File: src/rtl/core/kthc_pkg.sv
// Shared types and codes for the keyed table with hit counters.
`timescale 1ns / 1ps

package kthc_pkg;

	localparam int OP_W     = 3;
	localparam int KEY_W    = 32;
	localparam int STATUS_W = 2;
	localparam int SLOT_W   = 4;
	localparam int HITS_W   = 16;
	localparam int OCC_W    = 5;
	localparam int TOTAL_W  = 32;
	localparam int M_DATA_W = 64;

	typedef enum logic [OP_W-1:0] {
		OP_INSERT = 3'd0,
		OP_DELETE = 3'd1,
		OP_LOOKUP = 3'd2,
		OP_HIT    = 3'd3,
		OP_COUNT  = 3'd4
	} op_t;

	typedef enum logic [STATUS_W-1:0] {
		ST_OK      = 2'd0,
		ST_FULL    = 2'd1,
		ST_MISSING = 2'd2
	} status_t;

	// command broadcast to every cell of the row
	typedef struct packed {
		logic             fire;
		logic [OP_W-1:0]  op;
		logic [KEY_W-1:0] key;
	} cell_cmd_t;

endpackage

File: src/rtl/core/keyed_table_with_hit_counters_core.sv
// Top level of the keyed table with hit counters: command register, cell row, result register.
`timescale 1ns / 1ps

// Keyed table of ENTRIES slots, each with a valid flag, a 32-bit key and a
// saturating 16-bit hit counter.
// Command channel (s_axis_*): one beat per operation; tuser carries the
// operation code (insert, delete, lookup, hit, count), tdata the key.
// Result channel (m_axis_*): exactly one beat per command, in order; tuser
// carries the status, tdata the slot, entry hits, occupancy and total hits.
// A command accepted into the command register executes from there and its
// result is written into the result register. Throughput: one command per
// cycle while results are taken, as every cell compares its key in parallel
// and the lowest claiming slot is found along the cell row's priority link.
// The state updated by a command is seen by the command behind it.
// When the receiver stalls, the result stays in the output register, one more
// command may be taken into the command register, and then s_axis_tready
// drops until the result beat leaves.
// Reset clears every valid flag, the occupancy and the total; keys and
// counters are rewritten on insert, so no clearing pass is needed.
module keyed_table_with_hit_counters_core #(
	parameter int ENTRIES = 16
) (
	input  logic        clk,
	input  logic        arst_n,
	input  logic        s_axis_tvalid,
	output logic        s_axis_tready,
	input  logic [31:0] s_axis_tdata,  // [31:0] key
	input  logic [2:0]  s_axis_tuser,  // [2:0] operation
	output logic        m_axis_tvalid,
	input  logic        m_axis_tready,
	output logic [63:0] m_axis_tdata,  // [3:0] slot, [19:4] entry_hits,
	                                   // [24:20] occupied, [56:25] total_hits, rest zero
	output logic [1:0]  m_axis_tuser   // [1:0] status
);
	import kthc_pkg::*;

	localparam int CNT_W = $clog2(ENTRIES + 1);

	// command register
	logic             busy_q;
	logic [OP_W-1:0]  op_q;
	logic [KEY_W-1:0] key_q;
	logic             exec_fire;
	cell_cmd_t        cmd;

	// cell row
	logic [ENTRIES:0]   taken;
	logic [ENTRIES-1:0] claim;
	logic [ENTRIES-1:0] valid_vec;
	logic [HITS_W-1:0]  cell_hits [ENTRIES];

	// gathered result
	logic [HITS_W-1:0]  hits_sel;
	logic [SLOT_W-1:0]  slot_sel;
	logic               any_claim;
	status_t            status_nx;
	logic [CNT_W-1:0]   occ_nx;
	logic [TOTAL_W-1:0] total_nx;

	// persistent counters and result register
	logic [CNT_W-1:0]    occupied_q;
	logic [TOTAL_W-1:0]  total_q;
	logic                m_valid_q;
	logic [M_DATA_W-1:0] m_data_q;
	logic [STATUS_W-1:0] m_user_q;

	assign exec_fire     = busy_q && (!m_valid_q || m_axis_tready);
	assign s_axis_tready = !busy_q || exec_fire;

	always_ff @(posedge clk or negedge arst_n) begin
		if (!arst_n) begin
			busy_q <= 1'b0;
		end else if (s_axis_tvalid && s_axis_tready) begin
			busy_q <= 1'b1;
		end else if (exec_fire) begin
			busy_q <= 1'b0;
		end
	end

	always_ff @(posedge clk) begin
		if (s_axis_tvalid && s_axis_tready) begin
			op_q  <= s_axis_tuser;
			key_q <= s_axis_tdata;
		end
	end

	assign cmd.fire = exec_fire;
	assign cmd.op   = op_q;
	assign cmd.key  = key_q;

	assign taken[0] = 1'b0;

	for (genvar i = 0; i < ENTRIES; i++) begin : g_cell
		kthc_cell u_cell (
			.clk       (clk),
			.arst_n    (arst_n),
			.cmd       (cmd),
			.taken_in  (taken[i]),
			.taken_out (taken[i+1]),
			.claim     (claim[i]),
			.valid     (valid_vec[i]),
			.hits      (cell_hits[i])
		);
	end

	assign any_claim = taken[ENTRIES];

	// at most one cell claims, so an OR gathers its values
	always_comb begin
		hits_sel = '0;
		slot_sel = '0;
		for (int i = 0; i < ENTRIES; i++) begin
			hits_sel = hits_sel | cell_hits[i];
			slot_sel = slot_sel | (claim[i] ? SLOT_W'(i) : '0);
		end
	end

	always_comb begin
		status_nx = ST_OK;
		occ_nx    = occupied_q;
		total_nx  = total_q;
		case (op_q)
			OP_INSERT: begin
				if (!any_claim) begin
					status_nx = ST_FULL;
				end else begin
					occ_nx = occupied_q + 1'b1;
				end
			end
			OP_DELETE: begin
				if (!any_claim) begin
					status_nx = ST_MISSING;
				end else begin
					occ_nx = occupied_q - 1'b1;
				end
			end
			OP_LOOKUP: begin
				if (!any_claim) begin
					status_nx = ST_MISSING;
				end
			end
			OP_HIT: begin
				if (!any_claim) begin
					status_nx = ST_MISSING;
				end else if (total_q != {TOTAL_W{1'b1}}) begin
					total_nx = total_q + 1'b1;
				end
			end
			default: begin
				status_nx = ST_OK;
			end
		endcase
	end

	always_ff @(posedge clk or negedge arst_n) begin
		if (!arst_n) begin
			occupied_q <= '0;
			total_q    <= '0;
			m_valid_q  <= 1'b0;
		end else begin
			if (exec_fire) begin
				occupied_q <= occ_nx;
				total_q    <= total_nx;
				m_valid_q  <= 1'b1;
			end else if (m_axis_tready) begin
				m_valid_q  <= 1'b0;
			end
		end
	end

	always_ff @(posedge clk) begin
		if (exec_fire) begin
			m_user_q <= status_nx;
			m_data_q <= {{(M_DATA_W - SLOT_W - HITS_W - OCC_W - TOTAL_W){1'b0}},
				total_nx, OCC_W'(occ_nx), hits_sel, slot_sel};
		end
	end

	assign m_axis_tvalid = m_valid_q;
	assign m_axis_tdata  = m_data_q;
	assign m_axis_tuser  = m_user_q;

	// occupancy tracks the valid flags held in the cells
	a_occ_matches_valid: assert property (@(posedge clk) disable iff (!arst_n)
		$countones(valid_vec) == 32'(occupied_q))
		else $error("occupancy count differs from valid flags");

	// the priority link lets at most one cell act
	a_single_claim: assert property (@(posedge clk) disable iff (!arst_n)
		$onehot0(claim))
		else $error("more than one cell claimed the command");

	// a successful insert grows the occupancy by one
	a_insert_grows: assert property (@(posedge clk) disable iff (!arst_n)
		exec_fire && (op_q == OP_INSERT) && any_claim
		|=> occupied_q == $past(occupied_q) + 1'b1)
		else $error("insert did not raise occupancy");

	// the total never goes down
	a_total_monotonic: assert property (@(posedge clk) disable iff (!arst_n)
		1'b1 |=> total_q >= $past(total_q))
		else $error("total hit count decreased");

	// no result is produced without a command in the command register
	a_result_from_cmd: assert property (@(posedge clk) disable iff (!arst_n)
		$rose(m_valid_q) |-> $past(busy_q))
		else $error("result beat without a command");

endmodule

File: src/rtl/core/kthc_cell.sv
// One table slot: valid flag, key, saturating hit counter and priority link.
`timescale 1ns / 1ps

module kthc_cell (
	input  logic                       clk,
	input  logic                       arst_n,
	input  kthc_pkg::cell_cmd_t        cmd,
	input  logic                       taken_in,   // a lower slot already claimed the op
	output logic                       taken_out,
	output logic                       claim,
	output logic                       valid,
	output logic [kthc_pkg::HITS_W-1:0] hits
);
	import kthc_pkg::*;

	logic              valid_q;
	logic [KEY_W-1:0]  key_q;
	logic [HITS_W-1:0] cnt_q;
	logic              want;
	logic              hit_match;
	logic [HITS_W-1:0] cnt_inc;
	logic [HITS_W-1:0] cnt_next;

	assign hit_match = valid_q && (key_q == cmd.key);
	assign cnt_inc   = (cnt_q == {HITS_W{1'b1}}) ? cnt_q : cnt_q + 1'b1;

	always_comb begin
		case (cmd.op)
			OP_INSERT: want = !valid_q;
			OP_DELETE,
			OP_LOOKUP,
			OP_HIT:    want = hit_match;
			default:   want = 1'b0;
		endcase
	end

	always_comb begin
		case (cmd.op)
			OP_INSERT: cnt_next = '0;
			OP_HIT:    cnt_next = cnt_inc;
			default:   cnt_next = cnt_q;
		endcase
	end

	assign claim     = want && !taken_in;
	assign taken_out = taken_in || want;
	assign valid     = valid_q;
	assign hits      = claim ? cnt_next : '0;

	always_ff @(posedge clk or negedge arst_n) begin
		if (!arst_n) begin
			valid_q <= 1'b0;
		end else if (cmd.fire && claim) begin
			if (cmd.op == OP_INSERT) begin
				valid_q <= 1'b1;
			end else if (cmd.op == OP_DELETE) begin
				valid_q <= 1'b0;
			end
		end
	end

	// payload, no reset: only read once the slot is valid
	always_ff @(posedge clk) begin
		if (cmd.fire && claim) begin
			if (cmd.op == OP_INSERT) begin
				key_q <= cmd.key;
			end
			cnt_q <= cnt_next;
		end
	end

endmodule
File: config.mk
export PLATFORM = sky130hd
export DESIGN_NAME = keyed_table_with_hit_counters_core
export DESIGN_NICKNAME = d
export VERILOG_FILES = /design/src/rtl/core/kthc_pkg.sv /design/src/rtl/core/keyed_table_with_hit_counters_core.sv /design/src/rtl/core/kthc_cell.sv
export SDC_FILE = /design/constraint.sdc
export NUM_CORES = 2
export LEC_CHECK = 0
export BUFFER_PORTS_ARGS = -buffer_cell sky130_fd_sc_hd__buf_4
export CORE_UTILIZATION = 57
export DETAILED_ROUTE_END_ITERATION = 6
export GPL_TIMING_DRIVEN = 0
export PLACE_DENSITY_LB_ADDON = 0.15
export SLEW_MARGIN = 20
export SYNTH_ARGS = -nofsm -noshare
export SYNTH_HDL_FRONTEND = slang
export SYNTH_SLANG_ARGS = --single-unit
File: constraint.sdc
create_clock -name clk -period 5.63 [get_ports clk]
set_input_delay 0 -clock clk [delete_from_list [all_inputs] [get_ports clk]]
set_output_delay 0 -clock clk [all_outputs]
set_load 0.02 [all_outputs]
# Yosys cells after proc, flatten, opt, wreduce, memory -nomap -nowiden
# Index checks and enable logic that the tools add are counted.
dict set report word_totals {
  ff_bits 917
  input_bits 39
  output_inout_bits 68
  elab_cells 370
}
dict set report op_classes {
  add_sub_neg 19
  eq_ne 36
  muxes 94
  bitwise_logic 29
  n_reduce_logical 136
}
# operator n
set ops {}
lappend ops {{$eq A32 B32 Y1} 16}
lappend ops {{$mux W16} 32}
lappend ops {{$pmux W16 S2} 16}
lappend ops {{$add A16 B1 Y16 const B} 16}
lappend ops {{$eq A16 B16 Y1 const B} 16}
lappend ops {{$or A16 B16 Y16} 15}
lappend ops {{$mux W32} 3}
lappend ops {{$reduce_and A2 Y1} 32}
lappend ops {{$logic_and A1 B1 Y1} 49}
lappend ops {{$logic_not A1 Y1} 33}
lappend ops {{$add A32 B1 Y32 const B} 1}
lappend ops {{$mux W4} 8}
lappend ops {{$ne A32 B32 Y1 const B} 1}
lappend ops {{$pmux W1 S2} 16}
lappend ops {{$or A4 B4 Y4} 7}
lappend ops {{$logic_or A1 B1 Y1} 17}
lappend ops {{$mux W3} 4}
lappend ops {{$mux W5} 2}
lappend ops {{$pmux W5 S2} 1}
lappend ops {{$or A3 B3 Y3} 3}
lappend ops {{$mux W1} 8}
lappend ops {{$eq A3 B2 Y1 const B} 2}
lappend ops {{$mux W2} 3}
lappend ops {{$reduce_bool A2 Y1} 3}
lappend ops {{other kinds (10)} 10}

# Depth between registers and ports, before layout
dict set report logic_depth {
  depth_word 21
  mapped_depth 14
  depth_no_buf 10
}

# Modules after synthesis
# A second synthesis with hierarchy kept.
dict set report unflattened {
  cells_unflattened 4113
  hier_area_um2 49436.2
}
# module n_inst cells_each area_per_inst_um2 seq_area_each_um2
set by_module_without_submodules {}
lappend by_module_without_submodules {{kthc_cell (g_cell[0].u_cell ...)} 10 227 2745.1 1466.4}
lappend by_module_without_submodules {{kthc_cell (g_cell[4].u_cell ...)} 5 226 2656.3 1466.4}
lappend by_module_without_submodules {keyed_table_with_hit_counters_core 1 480 6058.3 3798.6}
lappend by_module_without_submodules {{kthc_cell (g_cell[9].u_cell)} 1 233 2645.0 1466.4}

# Worst setup path before layout
# Ideal clock, no wire load.
dict set report synth_path {
  path_type {reg-to-reg}
  startpoint {reg key_q[22]}
  endpoint {reg g_cell[9].u_cell.key_q[0], enable pin}
  setup_ns 0.461
  t_arrival_ns 5.061
  required_time_ns 5.169
  path_slack_ns 0.108
  path_stages_with_launch 14
  n_path_buf 4
  period_less_slack_ns 5.522
  path_cell_list {edfxtp_1 > buf_4 > xor2_1 > nor4_2 > nand4_2 > nor4_4 > or4b_1 > buf_6 > or4_4 > buf_6 > nor2_2 > buf_6 > nand2_1 > nor3_1}
}
dict set report synth_between {
  elab_chain_len 15
  word_cells_on_any_way 42
  classes_between {eq/ne (10); mux (10); reduce/logical (22)}
}
# item line
set synth_rtl {}
lappend synth_rtl {{from (decl)} keyed_table_with_hit_counters_core.sv:42} ;# logic [KEY_W-1:0] key_q;
lappend synth_rtl {{from (signal assigned)} keyed_table_with_hit_counters_core.sv:83} ;# key_q <= s_axis_tdata;
lappend synth_rtl {{$eq A32 B32 Y1} kthc_cell.sv:24} ;# assign hit_match = valid_q && (key_q == cmd.key);
lappend synth_rtl {{$logic_and A1 B1 Y1} kthc_cell.sv:24}
lappend synth_rtl {{$pmux W1 S2} kthc_cell.sv:28} ;# case (cmd.op)
lappend synth_rtl {{$logic_or A1 B1 Y1 (8 in series)} kthc_cell.sv:46} ;# assign taken_out = taken_in || want;
lappend synth_rtl {{$logic_not A1 Y1} kthc_cell.sv:45} ;# assign claim = want && !taken_in;
lappend synth_rtl {{$logic_and A1 B1 Y1 (*)} kthc_cell.sv:45}
lappend synth_rtl {{$logic_and A1 B1 Y1 (*)} kthc_cell.sv:64} ;# if (cmd.fire && claim) begin
lappend synth_rtl {{$reduce_and A2 Y1 (no line) (*)} --}
lappend synth_rtl {{to (signal assigned)} kthc_cell.sv:66} ;# key_q <= cmd.key;
lappend synth_rtl {{to (decl)} kthc_cell.sv:17} ;# logic [KEY_W-1:0] key_q;
# Every way passes the cells marked *; elsewhere a longest branch is shown, timed or not.
# A chain may end at the register's enable or synchronous reset.

# Worst setup path after layout
dict set report layout_path {
  startpoint {reg op_q[0]}
  endpoint {reg m_data_q[17], in the netlist m_axis_tdata[17] (data pin)}
}
dict set report layout_between {
  word_cells_on_any_way 112
  classes_between {eq/ne (3); mux (48); bitwise (15); reduce/logical (46)}
}
# item line
set layout_rtl {}
lappend layout_rtl {{from (decl)} keyed_table_with_hit_counters_core.sv:41} ;# logic [OP_W-1:0] op_q;
lappend layout_rtl {{from (signal assigned)} keyed_table_with_hit_counters_core.sv:82} ;# op_q <= s_axis_tuser;
lappend layout_rtl {{$eq A3 B2 Y1 or $logic_not A3 Y1 (tied branches)} kthc_cell.sv:38} ;# case (cmd.op)
lappend layout_rtl {{$pmux W16 S2 (*)} kthc_cell.sv:38}
lappend layout_rtl {{net g_cell[1].u_cell.cnt_next[13]} kthc_cell.sv:22} ;# logic [HITS_W-1:0] cnt_next;
lappend layout_rtl {{$mux W16 (*)} kthc_cell.sv:48} ;# assign hits = claim ? cnt_next : '0;
lappend layout_rtl {{$or A16 B16 Y16 (*) (15 in series)} keyed_table_with_hit_counters_core.sv:113} ;# hits_sel = hits_sel | cell_hits[i];
lappend layout_rtl {{net hits_sel[13]} keyed_table_with_hit_counters_core.sv:53} ;# logic [HITS_W-1:0] hits_sel;
lappend layout_rtl {{to (signal assigned)} keyed_table_with_hit_counters_core.sv:174} ;# m_data_q <= {{(M_DATA_W - SLOT_W - HITS_W - OCC_W - TOTAL_W){1'b0}},
lappend layout_rtl {{to (decl)} keyed_table_with_hit_counters_core.sv:64} ;# logic [M_DATA_W-1:0] m_data_q;
# Mark *: on every way through the listed nets, which the timed path passes. The rest lies on a longest branch.

==> flow_summary.yaml <==
logic_synthesis:
  synth_cell_types: 94
  syn_area_um2: 44900
  synthAdderAreaFrac: 0.00530
  avgSynthCellArea_um2: 12.5
  async_flop_share: 0.0600
  synth_top_family_by_area: "simple AND/OR/NAND/NOR gates"
  yosysWarningCount: 0
  synth-simple-area-share: 0.153
  ys.flop_type: "edfxtp_1"
  ys_seq_elements: 917
  synth_compound_area_frac: 0.0714
  synth_xor_area_frac: 0.111
  postSynthCellCount: 3580
  synth_top_area_frac: 0.577
  synth_edf_count: 862
  muxShareOfSynthArea: 0.0237
  synthTopCellsByArea: "edfxtp_1 (58%), xnor2_1 (6.3%), xor2_1 (4.8%), dfrtp_1 (3.1%), nand4_1 (2.6%)"
  ys_seq_area_frac: 0.608
  yosys.area.top_type: "edfxtp_1"
cells_and_area:
  area_delta_synth_final_pct: 15.0
  layout_common_cells: "edfxtp_1 (862), xnor2_1 (323), nand2_1 (287)"
  nets: 3959
  drive_above_1_share: 0.129
  multi_input_area_um2: 16500
  final_cells: 5022
  layout_commonest_cell: "edfxtp_1"
  fillCellCount: 5684
  regArea_um2: 27300
timing:
  tns_ps: -428
  period_share: 1.02
  finalSetupViolations: 12
  drv_slew: 0
  clock.fmax_mhz: 174
  timing.final.ws_setup_ps: -127
  final-hold-violation-count: 0
  final.min_clock_period_ps: 5760
  finClkSkew_ps: 40.8
  rsz0062_at_grt: "false"
  slew_headroom: 0.183
  worst_slew_pin_slew_ps: 1230
grt:
  grt_util_met3: 0.0616
  grtUsageMet2: 0.598
  grt_pass1_vias: 30500
  grt_pass1_wl_mm: 213
  grt_max_degree: 47
  antenna_found_initial: 5
  grt_overflow: 0
  grt_busiest_layer: "met2"
  grt_use_met1: 0.509
  grt_use_total: 0.377
critical_path:
  cp_max_fo: 10
  cp-start-kind: "register"
  worstPathArrival_ps: 6110
  slowest_stage: "clkbuf_1"
  path_buf_inv: 5
  critPathKind: "reg -> reg"
  crit_chain: "buf_2 -> nor3_2 -> clkbuf_2 -> clkbuf_1 -> clkbuf_1 -> clkbuf_2 -> a21oi_1 -> nand2_1 -> nand2_1 -> nor4_1 -> o2111ai_1"
  crit_family: "buffers and inverters"
  crit_path_end_kind: "register"
  reg2reg_slack_ps: -130
  cp.required_ps: 5980
  max_stage_delay_ps: 890
die:
  pin_count: 107
  initial_core_util: 0.577
  die-area_um2: 79800
  die_x_um: 283
  fp.coreArea_um2: 77700
  placementRows: 102
  die_height_um: 283
route:
  drt_iter0_markers: 5022
  drt_wl_total_mm: 151
  firstDrtPassIters: 7
  wl_per_cell_um: 30.0
  routed-via-count: 33200
  drtAntennaViolNets: 0
  drc: 1
  via_per_inst: 6.61
clock_network:
  clk_latency_ps: 670
  clock-sinks: 917
  cts_tree: "yes"
  cts_buffers: 96
  htreeDepth: 3
  path_clk_slew_ps: 60
  root_buffer: "clkbuf_16"
  cts_buffer_depth: 3
job:
  drv_cap: 0
pwr:
  powerDensity_nw_per_um2: 310
  leakage_uw: 0.0181
  vdd.ir_drop.worst_uv: 267
worst_hold_path:
  min-delay-path-class: "in -> reg"
placement:
  dp_hpwl_mm: 101
  port_buffers: 99
  dp.cells: 4772
  globalplace.congestion: 1.01
status:
  violations: "DRC, setup timing"
  status: "finished with violations"
[through the flow]
| step | worst slack [ps] | cell area, um^2 | total power [uW] | hold slack [ps] | util |
|---|---|---|---|---|---|
| final | -127 | 51600 | 16000 | 60.4 | 0.664 |
| after global routing | 5.30 | 51600 | 16300 | 58.0 | 0.664 |
| after CTS | 28.8 | 51600 | 15900 | 31.4 | 0.663 |
| after detailed placement | -1410 | 47600 | 9410 | 135 | 0.613 |
| after global placement | -3220 | 46900 | 9380 | 144 | 0.604 |
| after floorplan | 108 | 44900 | 8730 | -296 | - |
[cells in the mapped netlist, drive strengths merged, types with 8 or more instances]
master  count
edfxtp    862
xnor2     323
nand2     287
xor2      246
nand3     214
nand4     186
nor2      147
buf       119
nor3      114
nor4      104
mux2i     103
o21ai     103
and3       73
clkbuf     73
dfrtp      55
inv        48
o31ai      45
a21oi      44
o211ai     40
and2       28
and4       28
nand2b     27
a22oi      23
a31oi      21
ha         19
a22o       18
or4        16
a32o       14
a32oi      14
nor3b      12
o41ai      12
a211oi     11
a222oi     10
a311oi     10
o311ai     10
or2         9
or3         8
[where the power goes]
group / internal [uW] / leakage (uW) / total [uW] / switching, uW
clock: 3850 / 0.00158 / 6600 / 2750
sequential: 7630 / 0.00855 / 7760 / 129
combinational: 516 / 0.00795 / 1610 / 1100
[what timing repair did]
action                     CTS  global route
pin swaps                    0             1
buffers inserted            32             0
resized for setup           11            10
hold buffers                41             0
hold endpoints to repair    98             0
setup endpoints to repair  433            63
[per-layer routing]
metal,up-vias,share of wire
met3,387,0.10
met2,2164,0.46
li1,14300,-
met5,-,0.00017
met1,16300,0.38
met4,4,0.053
[final timing paths]
| path | start | end | cells after the start |
|---|---|---|---|
| setup reg to reg | op_q[0] | m_axis_tdata[17] | 11 |
| hold reg to reg | busy_q | m_axis_tvalid | 1 |
| min in group asynchronous | arst_n | total_q[19] | 3 |
| hold / removal | s_axis_tdata[3] | key_q[3] | 2 |
| max in group asynchronous | arst_n | total_q[18] | 4 |
| setup / recovery | op_q[0] | m_axis_tdata[17] | 11 |
[cell families (layout without fill, tap and decap cells)]
kind of cell	count (synthesis)	in the layout
AOI/OAI and AO/OA	446	446
xor gates and xnor gates	569	569
adders and majority gates	19	19
buffers and inverters	241	634
DFF	917	917
muxes	106	106
other	1	10
and+or+nand+nor	1281	1281
[registers in the layout, summed over array words and instances, names as in the netlist]
register             count
busy_q                   1
g_cell.u_cell.cnt_q    256
g_cell.u_cell.key_q    512
g_cell.u_cell.valid     16
key_q                   32
m_axis_tdata            57
m_axis_tuser             2
m_axis_tvalid            1
occupied_q               5
op_q                     3
total_q                 32
[worst reg2reg max path, delay by kind of cell, from the launching register on]
kind            cells  cell delay (ps)
buf+inv             5             3270
simple gates        4             1300
compound gates      2              440
flops               1              440
[final cells by class]
class	instances	share of cell area
Clock inverter	47	0.0127
Timing Repair Buffer	219	0.0374
Sequential cell	917	0.529
Inverter	49	0.00357
Clock buffer	129	0.0503
Tap cell	1040	0.0252
Buffer	190	0.0217
Multi-Input combinational cell	2428	0.321
Antenna cell	3	0.000146
No activity file was read; power rests on OpenSTA's default activity.
